===== src/hdl/rsrs_pkg.sv =====
// Package for the RAID-0 stripe request splitter.
// Item types, status codes, controller states and the command/status structs.
// No dependencies.
package rsrs_pkg;

  localparam int COUNT_W = 15;

  localparam logic [1:0] ST_SEGMENT = 2'd0;
  localparam logic [1:0] ST_UNBOUND = 2'd1;
  localparam logic [1:0] ST_PASTEND = 2'd2;

  typedef struct packed {
    logic        operation;
    logic [31:0] byte_offset;
    logic [14:0] byte_count;
  } in_item_t;

  typedef struct packed {
    logic        disk_select;
    logic [30:0] disk_offset;
    logic [10:0] segment_length;
    logic [13:0] buffer_position;
    logic [1:0]  status;
    logic        last;
  } out_item_t;

  typedef enum logic [5:0] {
    S_IDLE   = 6'b000001,
    S_START  = 6'b000010,
    S_DIVIDE = 6'b000100,
    S_MULT   = 6'b001000,
    S_EMIT   = 6'b010000,
    S_SINGLE = 6'b100000
  } state_t;

  typedef struct packed {
    logic load;
    logic div_start;
    logic mult;
    logic emit;
    logic emit_single;
  } cmd_t;

  typedef struct packed {
    logic single;
    logic div_done;
    logic seg_last;
    logic seg_wrap;
    logic out_free;
  } sts_t;

endpackage


===== src/hdl/rsrs_divider.sv =====
// Block split of the volume offset by shift and mask: block number and offset within block.
// BLOCK_BYTES must be a power of two; the block does not check it. Uses no package items.
module rsrs_divider #(
  parameter int BLOCK_BYTES = 1024
) (
  input  logic                           clk,
  input  logic                           rst,
  input  logic                           start,
  input  logic [31:0]                    dividend,
  output logic                           done,
  output logic [31:0]                    quotient,
  output logic [$clog2(BLOCK_BYTES)-1:0] remainder
);

  localparam int IW = $clog2(BLOCK_BYTES);

  always_ff @(posedge clk) begin
    if (rst) begin
      done <= 1'b0;
    end else begin
      done <= start;
    end
  end

  always_ff @(posedge clk) begin
    if (start) begin
      quotient  <= dividend >> IW;
      remainder <= dividend[IW-1:0];
    end
  end

endmodule


===== src/hdl/rsrs_datapath.sv =====
// Datapath: request registers, stored length, disk offset arithmetic, output register.
// Depends on rsrs_pkg and rsrs_divider.
module rsrs_datapath #(
  parameter int BLOCK_BYTES = 1024,
  parameter int MAX_REQUEST = 16384
) (
  input  logic               clk,
  input  logic               rst,
  input  rsrs_pkg::cmd_t     cmd,
  output rsrs_pkg::sts_t     sts,
  input  rsrs_pkg::in_item_t in_data,
  input  logic               cfg_we,
  input  logic               cfg_data,
  output logic               out_valid,
  input  logic               out_stall,
  output rsrs_pkg::out_item_t out_data
);

  localparam int CW = rsrs_pkg::COUNT_W;
  localparam int IW = $clog2(BLOCK_BYTES);
  localparam int NW = $clog2(BLOCK_BYTES + 1);
  localparam int LW = (NW > CW) ? NW : CW;
  localparam logic [LW-1:0] BB_L  = LW'(BLOCK_BYTES);
  localparam logic [30:0]   BB31  = 31'(BLOCK_BYTES);
  localparam logic [16:0]   MAXR  = 17'(MAX_REQUEST);

  logic          disks_bound;
  logic [31:0]   stored_length;
  logic [31:0]   offset;
  logic [CW-1:0] count;
  logic [13:0]   pos;
  logic          single;
  logic [1:0]    single_status;
  logic          disk;
  logic [30:0]   base;
  logic [IW-1:0] inblk;

  logic          div_done;
  logic [31:0]   div_q;
  logic [IW-1:0] div_r;

  // load-time checks on the incoming item
  logic [16:0] cnt_c;
  logic [32:0] grown;
  logic        past_end;
  logic [31:0] offset_in;

  always_comb begin
    cnt_c     = ({2'b00, in_data.byte_count} > MAXR) ? MAXR : {2'b00, in_data.byte_count};
    grown     = {1'b0, stored_length} + 33'(cnt_c);
    past_end  = in_data.byte_offset > stored_length;
    offset_in = (in_data.operation && past_end) ? stored_length : in_data.byte_offset;
  end

  // segment arithmetic
  logic [LW-1:0] room;
  logic [LW-1:0] cnt_l;
  logic [LW-1:0] n;
  logic [32:0]   sum;
  logic [30:0]   mult_lo;

  always_comb begin
    room    = BB_L - LW'(inblk);
    cnt_l   = LW'(count);
    n       = (room > cnt_l) ? cnt_l : room;
    sum     = {1'b0, offset} + 33'(n);
    mult_lo = div_q[31:1] * BB31;
  end

  assign sts.single   = single;
  assign sts.div_done = div_done;
  assign sts.seg_last = (cnt_l == n);
  assign sts.seg_wrap = sum[32];
  assign sts.out_free = !out_valid || !out_stall;

  rsrs_divider #(
    .BLOCK_BYTES(BLOCK_BYTES)
  ) u_div (
    .clk      (clk),
    .rst      (rst),
    .start    (cmd.div_start),
    .dividend (offset),
    .done     (div_done),
    .quotient (div_q),
    .remainder(div_r)
  );

  always_ff @(posedge clk) begin
    if (rst) begin
      disks_bound   <= 1'b0;
      stored_length <= '0;
      out_valid     <= 1'b0;
    end else begin
      if (cfg_we) begin
        disks_bound <= cfg_data;
      end
      if (cmd.load && disks_bound && in_data.operation) begin
        stored_length <= grown[32] ? 32'hFFFF_FFFF : grown[31:0];
      end
      if (cmd.emit || cmd.emit_single) begin
        out_valid <= 1'b1;
      end else if (!out_stall) begin
        out_valid <= 1'b0;
      end
    end
  end

  always_ff @(posedge clk) begin
    if (cmd.load) begin
      offset <= offset_in;
      count  <= cnt_c[CW-1:0];
      pos    <= '0;
      if (!disks_bound) begin
        single        <= 1'b1;
        single_status <= rsrs_pkg::ST_UNBOUND;
      end else if (!in_data.operation && past_end) begin
        single        <= 1'b1;
        single_status <= rsrs_pkg::ST_PASTEND;
      end else begin
        single        <= (cnt_c == '0);
        single_status <= rsrs_pkg::ST_SEGMENT;
      end
    end
    if (cmd.mult) begin
      base  <= mult_lo;
      disk  <= div_q[0];
      inblk <= div_r;
    end
    if (cmd.emit) begin
      count  <= count - CW'(n);
      pos    <= pos + 14'(n);
      offset <= sum[31:0];
      inblk  <= '0;
      disk   <= !disk;
      if (disk) begin
        base <= base + BB31;
      end
    end
  end

  always_ff @(posedge clk) begin
    if (cmd.emit) begin
      out_data.disk_select     <= disk;
      out_data.disk_offset     <= base + 31'(inblk);
      out_data.segment_length  <= 11'(n);
      out_data.buffer_position <= pos;
      out_data.status          <= rsrs_pkg::ST_SEGMENT;
      out_data.last            <= (cnt_l == n);
    end else if (cmd.emit_single) begin
      out_data.disk_select     <= 1'b0;
      out_data.disk_offset     <= '0;
      out_data.segment_length  <= '0;
      out_data.buffer_position <= '0;
      out_data.status          <= single_status;
      out_data.last            <= 1'b1;
    end
  end

endmodule


===== src/hdl/rsrs_ctrl.sv =====
// Controller state machine for the stripe request splitter.
// Depends on rsrs_pkg; drives the datapath by command struct.
module rsrs_ctrl (
  input  logic           clk,
  input  logic           rst,
  input  logic           in_valid,
  output logic           in_stall,
  output rsrs_pkg::cmd_t cmd,
  input  rsrs_pkg::sts_t sts
);

  rsrs_pkg::state_t state;
  rsrs_pkg::state_t state_next;

  assign in_stall = (state != rsrs_pkg::S_IDLE);

  always_comb begin
    state_next = state;
    cmd        = '0;
    case (state)
      rsrs_pkg::S_IDLE: begin
        if (in_valid) begin
          cmd.load   = 1'b1;
          state_next = rsrs_pkg::S_START;
        end
      end
      rsrs_pkg::S_START: begin
        if (sts.single) begin
          state_next = rsrs_pkg::S_SINGLE;
        end else begin
          cmd.div_start = 1'b1;
          state_next    = rsrs_pkg::S_DIVIDE;
        end
      end
      rsrs_pkg::S_DIVIDE: begin
        if (sts.div_done) begin
          state_next = rsrs_pkg::S_MULT;
        end
      end
      rsrs_pkg::S_MULT: begin
        cmd.mult   = 1'b1;
        state_next = rsrs_pkg::S_EMIT;
      end
      rsrs_pkg::S_EMIT: begin
        if (sts.out_free) begin
          cmd.emit = 1'b1;
          if (sts.seg_last) begin
            state_next = rsrs_pkg::S_IDLE;
          end else if (sts.seg_wrap) begin
            // volume offset wrapped: block alignment lost, divide again
            state_next = rsrs_pkg::S_START;
          end
        end
      end
      rsrs_pkg::S_SINGLE: begin
        if (sts.out_free) begin
          cmd.emit_single = 1'b1;
          state_next      = rsrs_pkg::S_IDLE;
        end
      end
      default: begin
        state_next = rsrs_pkg::S_IDLE;
      end
    endcase
  end

  always_ff @(posedge clk) begin
    if (rst) begin
      state <= rsrs_pkg::S_IDLE;
    end else begin
      state <= state_next;
    end
  end

endmodule


===== src/hdl/raid0_stripe_request_splitter_unit.sv =====
// RAID-0 two-disk stripe request splitter, top level. One item at a time.
// Status-only results (not bound, past end, zero count): load, then the status result is emitted.
// Segmented request: load, block split and disk base come first; then segments follow at one a
// cycle while the output is free (up to 17); a wrap past 2^32 redoes block split and disk base.
// Reset (synchronous): stored length 0, disks unbound, controller idle, output empty.
module raid0_stripe_request_splitter_unit #(
  parameter int BLOCK_BYTES = 1024,
  parameter int MAX_REQUEST = 16384
) (
  input  logic                clk,
  input  logic                rst,
  input  logic                in_valid,
  output logic                in_stall,
  input  rsrs_pkg::in_item_t  in_data,
  output logic                out_valid,
  input  logic                out_stall,
  output rsrs_pkg::out_item_t out_data,
  input  logic                cfg_valid,
  output logic                cfg_ready,
  input  logic                cfg_data
);

  rsrs_pkg::cmd_t cmd;
  rsrs_pkg::sts_t sts;

  assign cfg_ready = 1'b1;

  rsrs_ctrl u_ctrl (
    .clk     (clk),
    .rst     (rst),
    .in_valid(in_valid),
    .in_stall(in_stall),
    .cmd     (cmd),
    .sts     (sts)
  );

  rsrs_datapath #(
    .BLOCK_BYTES(BLOCK_BYTES),
    .MAX_REQUEST(MAX_REQUEST)
  ) u_dp (
    .clk      (clk),
    .rst      (rst),
    .cmd      (cmd),
    .sts      (sts),
    .in_data  (in_data),
    .cfg_we   (cfg_valid && cfg_ready),
    .cfg_data (cfg_data),
    .out_valid(out_valid),
    .out_stall(out_stall),
    .out_data (out_data)
  );

  // an accepted item keeps the input stalled in the next cycle
  a_busy_after_accept: assert property (@(posedge clk) disable iff (rst)
    (in_valid && !in_stall) |=> in_stall)
    else $error("input not stalled after accept");

  // a result is only loaded when the output register is free
  a_emit_free: assert property (@(posedge clk) disable iff (rst)
    (cmd.emit || cmd.emit_single) |-> sts.out_free)
    else $error("result loaded over a waiting item");

  // status-only results are always the last of their request
  a_status_last: assert property (@(posedge clk) disable iff (rst)
    (out_valid && out_data.status != rsrs_pkg::ST_SEGMENT) |-> out_data.last)
    else $error("status result without last");

endmodule

===== config.mk =====
export PLATFORM = sky130hd
export DESIGN_NAME = raid0_stripe_request_splitter_unit
export DESIGN_NICKNAME = d
export VERILOG_FILES = /design/src/hdl/rsrs_pkg.sv /design/src/hdl/rsrs_divider.sv /design/src/hdl/rsrs_datapath.sv /design/src/hdl/rsrs_ctrl.sv /design/src/hdl/raid0_stripe_request_splitter_unit.sv
export SDC_FILE = /design/constraint.sdc
export NUM_CORES = 1
export LEC_CHECK = 0
export ABC_AREA = 1
export ABC_CLOCK_PERIOD_IN_PS = 4050
export BUFFER_PORTS_ARGS = -buffer_cell sky130_fd_sc_hd__buf_2
export CORE_MARGIN = 5
export CORE_UTILIZATION = 50
export CTS_BUF_LIST = sky130_fd_sc_hd__clkbuf_4
export DETAILED_ROUTE_END_ITERATION = 16
export PLACE_DENSITY = 0.69
export RECOVER_POWER = 50
export SLEW_MARGIN = 30
export SYNTH_ARGS = -nofsm -noshare
export SYNTH_HDL_FRONTEND = slang
export SYNTH_SLANG_ARGS = --single-unit

===== constraint.sdc =====
create_clock -name clk -period 4.05 [get_ports clk]
set_clock_uncertainty 0.05 [all_clocks]
set_input_delay 0.405 -clock clk [delete_from_list [all_inputs] [get_ports clk]]
set_output_delay 0.405 -clock clk [all_outputs]
set_load 0.02 [all_outputs]

-- Word level (Yosys, flattened, before mapping)
Index checks and enable logic that the tools add are counted.
- register bits after elaboration: 239
- output and inout bits: 63
- logic and storage cells: 98
- input port bits: 54
- equality and inequality tests: 14
- bitwise logic cells: 1
- reduce and logical (&&, ||, !) cells: 16
- mux-type cells: 36
- add/subtract/negate cells: 7
- order comparisons: 3
- operators with widths (kind ; count):
    $mux 32 ; 4
    $mux 60 ; 2
    $mux 31 ; 3
    $mux 15 ; 4
    $mux 6 ; 7
    $pmux 6 s6 ; 1
    $add 32x15->33 ; 1
    $add 32x17->33 ; 1
    $gt 32x32->1 ; 1
    $add 31x10->31 ; 1
    $add 31x11->31 const B ; 1
    $mux 14 ; 2
    $logic_not 17->1 ; 1
    $eq 15x15->1 ; 1
    $gt 15x15->1 ; 1
    $gt 15x15->1 const B ; 1
    $sub 15x15->15 ; 1
    $add 14x14->14 ; 1
    $mux 1 ; 12
    $sub 11x10->12 const A ; 1
    $eq 6x1->1 const B ; 1
    $eq 6x2->1 const B ; 1
    $eq 6x3->1 const B ; 1
    $eq 6x4->1 const B ; 1
    14 further kinds ; 26

-- Longest topological paths before layout
- depth after elaboration: 8
- mapped depth: 31

-- Cells and area by module
Synthesis repeated with hierarchy kept, for this count alone.
- cells, all modules: 2152
- area total of the unflattened synthesis: 16181.8 µm²
- modules (own cells, without submodules) (module ; instances ; area each (µm²) ; cells an instance ; seq. area each (µm²)):
    rsrs_datapath ; 1 ; 14662.8 ; 2033 ; 5335.1
    rsrs_divider ; 1 ; 1069.8 ; 46 ; 980.9
    rsrs_ctrl ; 1 ; 437.9 ; 71 ; 120.1
    raid0_stripe_request_splitter_unit ; 1 ; 11.3 ; 2 ; 0.0

-- Worst setup path after synthesis
Ideal clock, no wire load.
- path kind: flip-flop to flip-flop
- start point: reg u_dp.inblk[0]
- end point: reg u_dp.count[10], in the netlist u_dp.cnt_l[10], data pin
- clock period less this slack: 3.986 ns
- stages on the path, launching flop included: 26
- data required time: 3.747 ns
- setup slack: 0.064 ns
- path buffers: 1
- arrival time: 3.683 ns
- cells stage by stage: dfxtp_1 -> inv_1 -> ha_1 -> nand3_2 -> nor3_2 -> nand2_1 -> nor4_1 -> ha_1 -> nand4_1 -> nor4_4 -> nand4_1 -> nand2_2 -> buf_6 -> nand2_1 -> o21ai_2 -> ha_1 -> inv_1 -> fa_1 -> nand2_1 -> nand2_1 -> a21oi_1 -> o21ai_1 -> a21boi_0 -> nand2_1 -> nand3_1 -> nand2_1
- word-level cells in the longest chain between the ends: 5
- RTL lines (what ; RTL line ; text):
    start, declared ; rsrs_datapath.sv:36 ; logic [IW-1:0] inblk;
    start signal, assigned ; rsrs_datapath.sv:127 ; inblk <= div_r;
    $sub 11x10->12 * ; rsrs_datapath.sv:63 ; room = BB_L - LW'(inblk);
    $gt 15x15->1 ; rsrs_datapath.sv:65 ; n = (room > cnt_l) ? cnt_l : room;
    $mux 15 * ; rsrs_datapath.sv:65 ;
    $sub 15x15->15 * ; rsrs_datapath.sv:130 ; count <= count - CW'(n);
    $mux 15 * ; rsrs_datapath.sv:129 ; if (cmd.emit) begin
    end signal, assigned ; rsrs_datapath.sv:111 ; count <= cnt_c[CW-1:0];
    end signal, assigned ; rsrs_datapath.sv:130 ;
    end, declared ; rsrs_datapath.sv:30 ; logic [CW-1:0] count;
Every way passes the cells marked *; elsewhere a longest branch is shown, timed or not.
A chain may end at the register's enable or synchronous reset.

-- Worst setup path after layout
- start point: reg u_dp.inblk[1]
- end point: reg u_dp.count[10], in the netlist u_dp.cnt_l[10], data pin
The elaborated chain is that of the path after synthesis.

==> metrics.txt <==
outcome=finished, violations left; failing checks=capacitance limit, slew limit, setup timing; CTS Buf Count=69; H-tree levels=3; CP endpoint kind=register; Die Area=35500 um2; layout cells sized above 1=0.239; worst slew pin tran=1.79 ns; worst-case clock buffer depth=3; Mapped Cells=2052; Avg Cell Area, Syn=7.75 um2; Leakage=9.02 nW; Crit Path Class=register to register; TritonRoute pass-1 iters=6; CP Launch Type=register; RR Startpoint=u_dp.inblk[1]; clock-pin slew on the worst setup and hold paths=0.07 ns; Placed Cells=2636; gpl congestion=0.936; RSZ-0062 raised after global routing=yes; Starting Density=0.505; Initial DRC Count=1332; WL per Instance=16.1 um; final routed DRC violation total=0; clock sinks=239; first-pass GRT wire length=69400 um; hold_sp=in_data[4]; antenna violations before repair=1; fin. max-slew vios=34; via/cell ratio=5.41; I/O Pins=117; peak supply drop=237 uV; Nets=2501; number of synthesized flops with an enable pin=165; peak fanout along the critical path=6; die height=188 um; vias in the first global route=14100; hold crit path type=primary input to register; Data arrival, critical path=4.62 ns; maxcap violations=1; Most used DFF post-synth=edfxtp_1; Post-Layout Cell Count=2789; Tot GR Track Use=0.235; DRT antenna net count=0; worst slew margin relative to its limit=-0.192; sequential share of the synthesized area=0.405; Synth Cell Area=15900 um2; clock latency on the worst-skew pair=0.68 ns; minimum clock period=4.28 ns; Total Wirelength=44800 um; final hold violation count=0; final period utilization=1.06; #FFs+latches synth=239; Setup WS post-layout=-0.227 ns; synth unique cells=53; GRT overflow=0; largest net degree at the start of global routing=77; Warnings, synthesis=0; CORE AREA=31500 um2; CP startpoint=u_dp.inblk[1]; placed wire-length estimate=31600 um; Die Wd=188 um; CTS tree=yes; required time worst endpoint=4.39 ns; P&R area growth vs syn=24.8%; Vias=15100; Root Buffer=clkbuf_4; fmax=0.234 GHz; endpoints failing setup=35; PD cells=562 nW/um2; Post-synth ARST share=0; Placement Rows=65; Buffers on Ports=115; Fin Hold WS=0.0777 ns
## where the power goes
group / switching, mW / internal, mW
clock: 1.07 / 1.20
sequential: 0.393 / 3.19
combinational: 3.01 / 2.29
## critical path, cell delays in order (launching register included)
cell	delay [ns]
dfxtp_2	0.34
inv_4	0.07
nand3_4	0.09
nor3_4	0.14
nand2_1	0.09
nor2_2	0.13
buf_4	0.12
xor2_1	0.14
inv_1	0.07
ha_1	0.29
nand4_1	0.14
nor4_4	0.20
nand2_1	0.11
nand2_2	0.08
nand2_4	0.10
buf_12	0.17
o21ai_4	0.17
ha_2	0.21
inv_2	0.05
fa_2	0.34
nand2_2	0.08
nand2_2	0.07
a21oi_2	0.19
o21ai_2	0.08
a21boi_1	0.19
nand2_1	0.11
nand3_1	0.10
nand2_1	0.08
## placed cells by master (no fill, tap or decap), types with 19 or more instances in the layout
master,n
nor3_1,30
nand3_1,120
dfxtp_1,72
xor2_1,35
inv_2,29
inv_1,257
ha_4,30
o21ai_0,69
clkbuf_1,62
nand4_1,62
edfxtp_1,165
clkbuf_4,106
nand2_2,47
ha_1,77
a21oi_1,120
nor2_2,19
a21oi_2,23
buf_4,128
nand2_1,430
buf_2,54
o21ai_1,36
nor2_1,174
## flip-flops by register name, summed over array words and instances, names as in the netlist, 2 cells and up
name and flops:
u_ctrl.state 6, u_dp.base 31, u_dp.cnt_l 15, u_dp.inblk 10
u_dp.offset 32, u_dp.out_data 60, u_dp.pos 14, u_dp.single_status 2
u_dp.stored_length 32, u_dp.u_div.quotient 22, u_dp.u_div.remainder 10
## path summary, 6_finish.rpt
| path | slack [ns] | endpoint | cells past startpoint |
|---|---|---|---|
| max | -0.23 | u_dp.cnt_l[10] | 27 |
| max reg2reg | -0.23 | u_dp.cnt_l[10] | 27 |
| min | 0.08 | u_dp.cnt_l[4] | 3 |
| min reg2reg | 0.40 | u_dp.u_div.quotient[2] | 0 |
## synthesized netlist by cell type, types with 8 or more instances
| cell | number | area (um2) |
|---|---|---|
| nand2_1 | 474 | 1780 |
| inv_1 | 266 | 998 |
| nor2_1 | 183 | 687 |
| edfxtp_1 | 165 | 4950 |
| a21oi_1 | 147 | 736 |
| nand3_1 | 136 | 681 |
| ha_1 | 109 | 1360 |
| o21ai_0 | 97 | 485 |
| dfxtp_1 | 74 | 1480 |
| nand4_1 | 62 | 388 |
| nor3_1 | 36 | 180 |
| xor2_1 | 36 | 315 |
| buf_2 | 26 | 130 |
| clkbuf_1 | 23 | 86.3 |
| inv_2 | 21 | 78.8 |
| o21ai_1 | 19 | 95.1 |
| nand2_2 | 16 | 100 |
| a211oi_1 | 13 | 97.6 |
| o21ai_2 | 13 | 114 |
| xnor2_1 | 12 | 105 |
| a21o_1 | 10 | 75.1 |
| a31oi_1 | 10 | 62.6 |
| nor2_2 | 10 | 62.6 |
| o21bai_1 | 9 | 67.6 |
| nor3_2 | 8 | 80.1 |
## stage by stage
stage | util | TNS (ns) | total power, mW | worst slack (ns) | cell area (um2)
final | 0.631 | -2.81 | 11.1 | -0.227 | 19800
after global routing | 0.631 | -15.99 | 11.8 | -0.464 | 19800
after CTS | 0.604 | -0.347 | 10.2 | -0.0825 | 19000
after detailed placement | 0.560 | -6.52 | 7.57 | -0.364 | 17600
after global placement | 0.560 | -1.88 | 7.48 | -0.266 | 17600
after floorplan | - | 0 | 6.02 | 0.0637 | 15900
## repair_timing
action	4_1_cts	5_1_grt
pin swaps	14	59
setup buffers	4	24
endpoints found under the hold margin	1	0
endpoints found under the setup margin	47	55
resized for setup	90	180
hold buffers	2	0
## metal layers
layer  vias up  part of all wire  global-route usage
li1       7483                 -                   -
met1      6936              0.45               0.334
met2       567              0.46               0.376
met3        95             0.065              0.0343
met4         0             0.025              0.0715
met5         -                 0                   0
## layout make-up
class,count,area [um2]
repair buffers,265,1720
diodes,1,2.50
clock inverters,18,91.3
fillers,2763,11600
multi-input cells,1470,9210
clock buffers,106,796
well taps,402,503
flip-flops and latches,239,6440
inverters,288,1090
## cell families (layout without fill, tap and decap cells)
group | after synthesis | in the layout | synth area share
adder cells (fa/ha/maj) | 114 | 114 | 0.0920
flip-flops | 239 | 239 | 0.405
XOR/XNOR | 48 | 48 | 0.0264
AO/OA/AOI/OAI | 342 | 342 | 0.121
buffers and inverters | 348 | 677 | 0.0875
AND/OR/NAND/NOR | 959 | 959 | 0.268
other | 2 | 8 | 0.000472
Note: power is estimated with default switching activity, not from simulation.
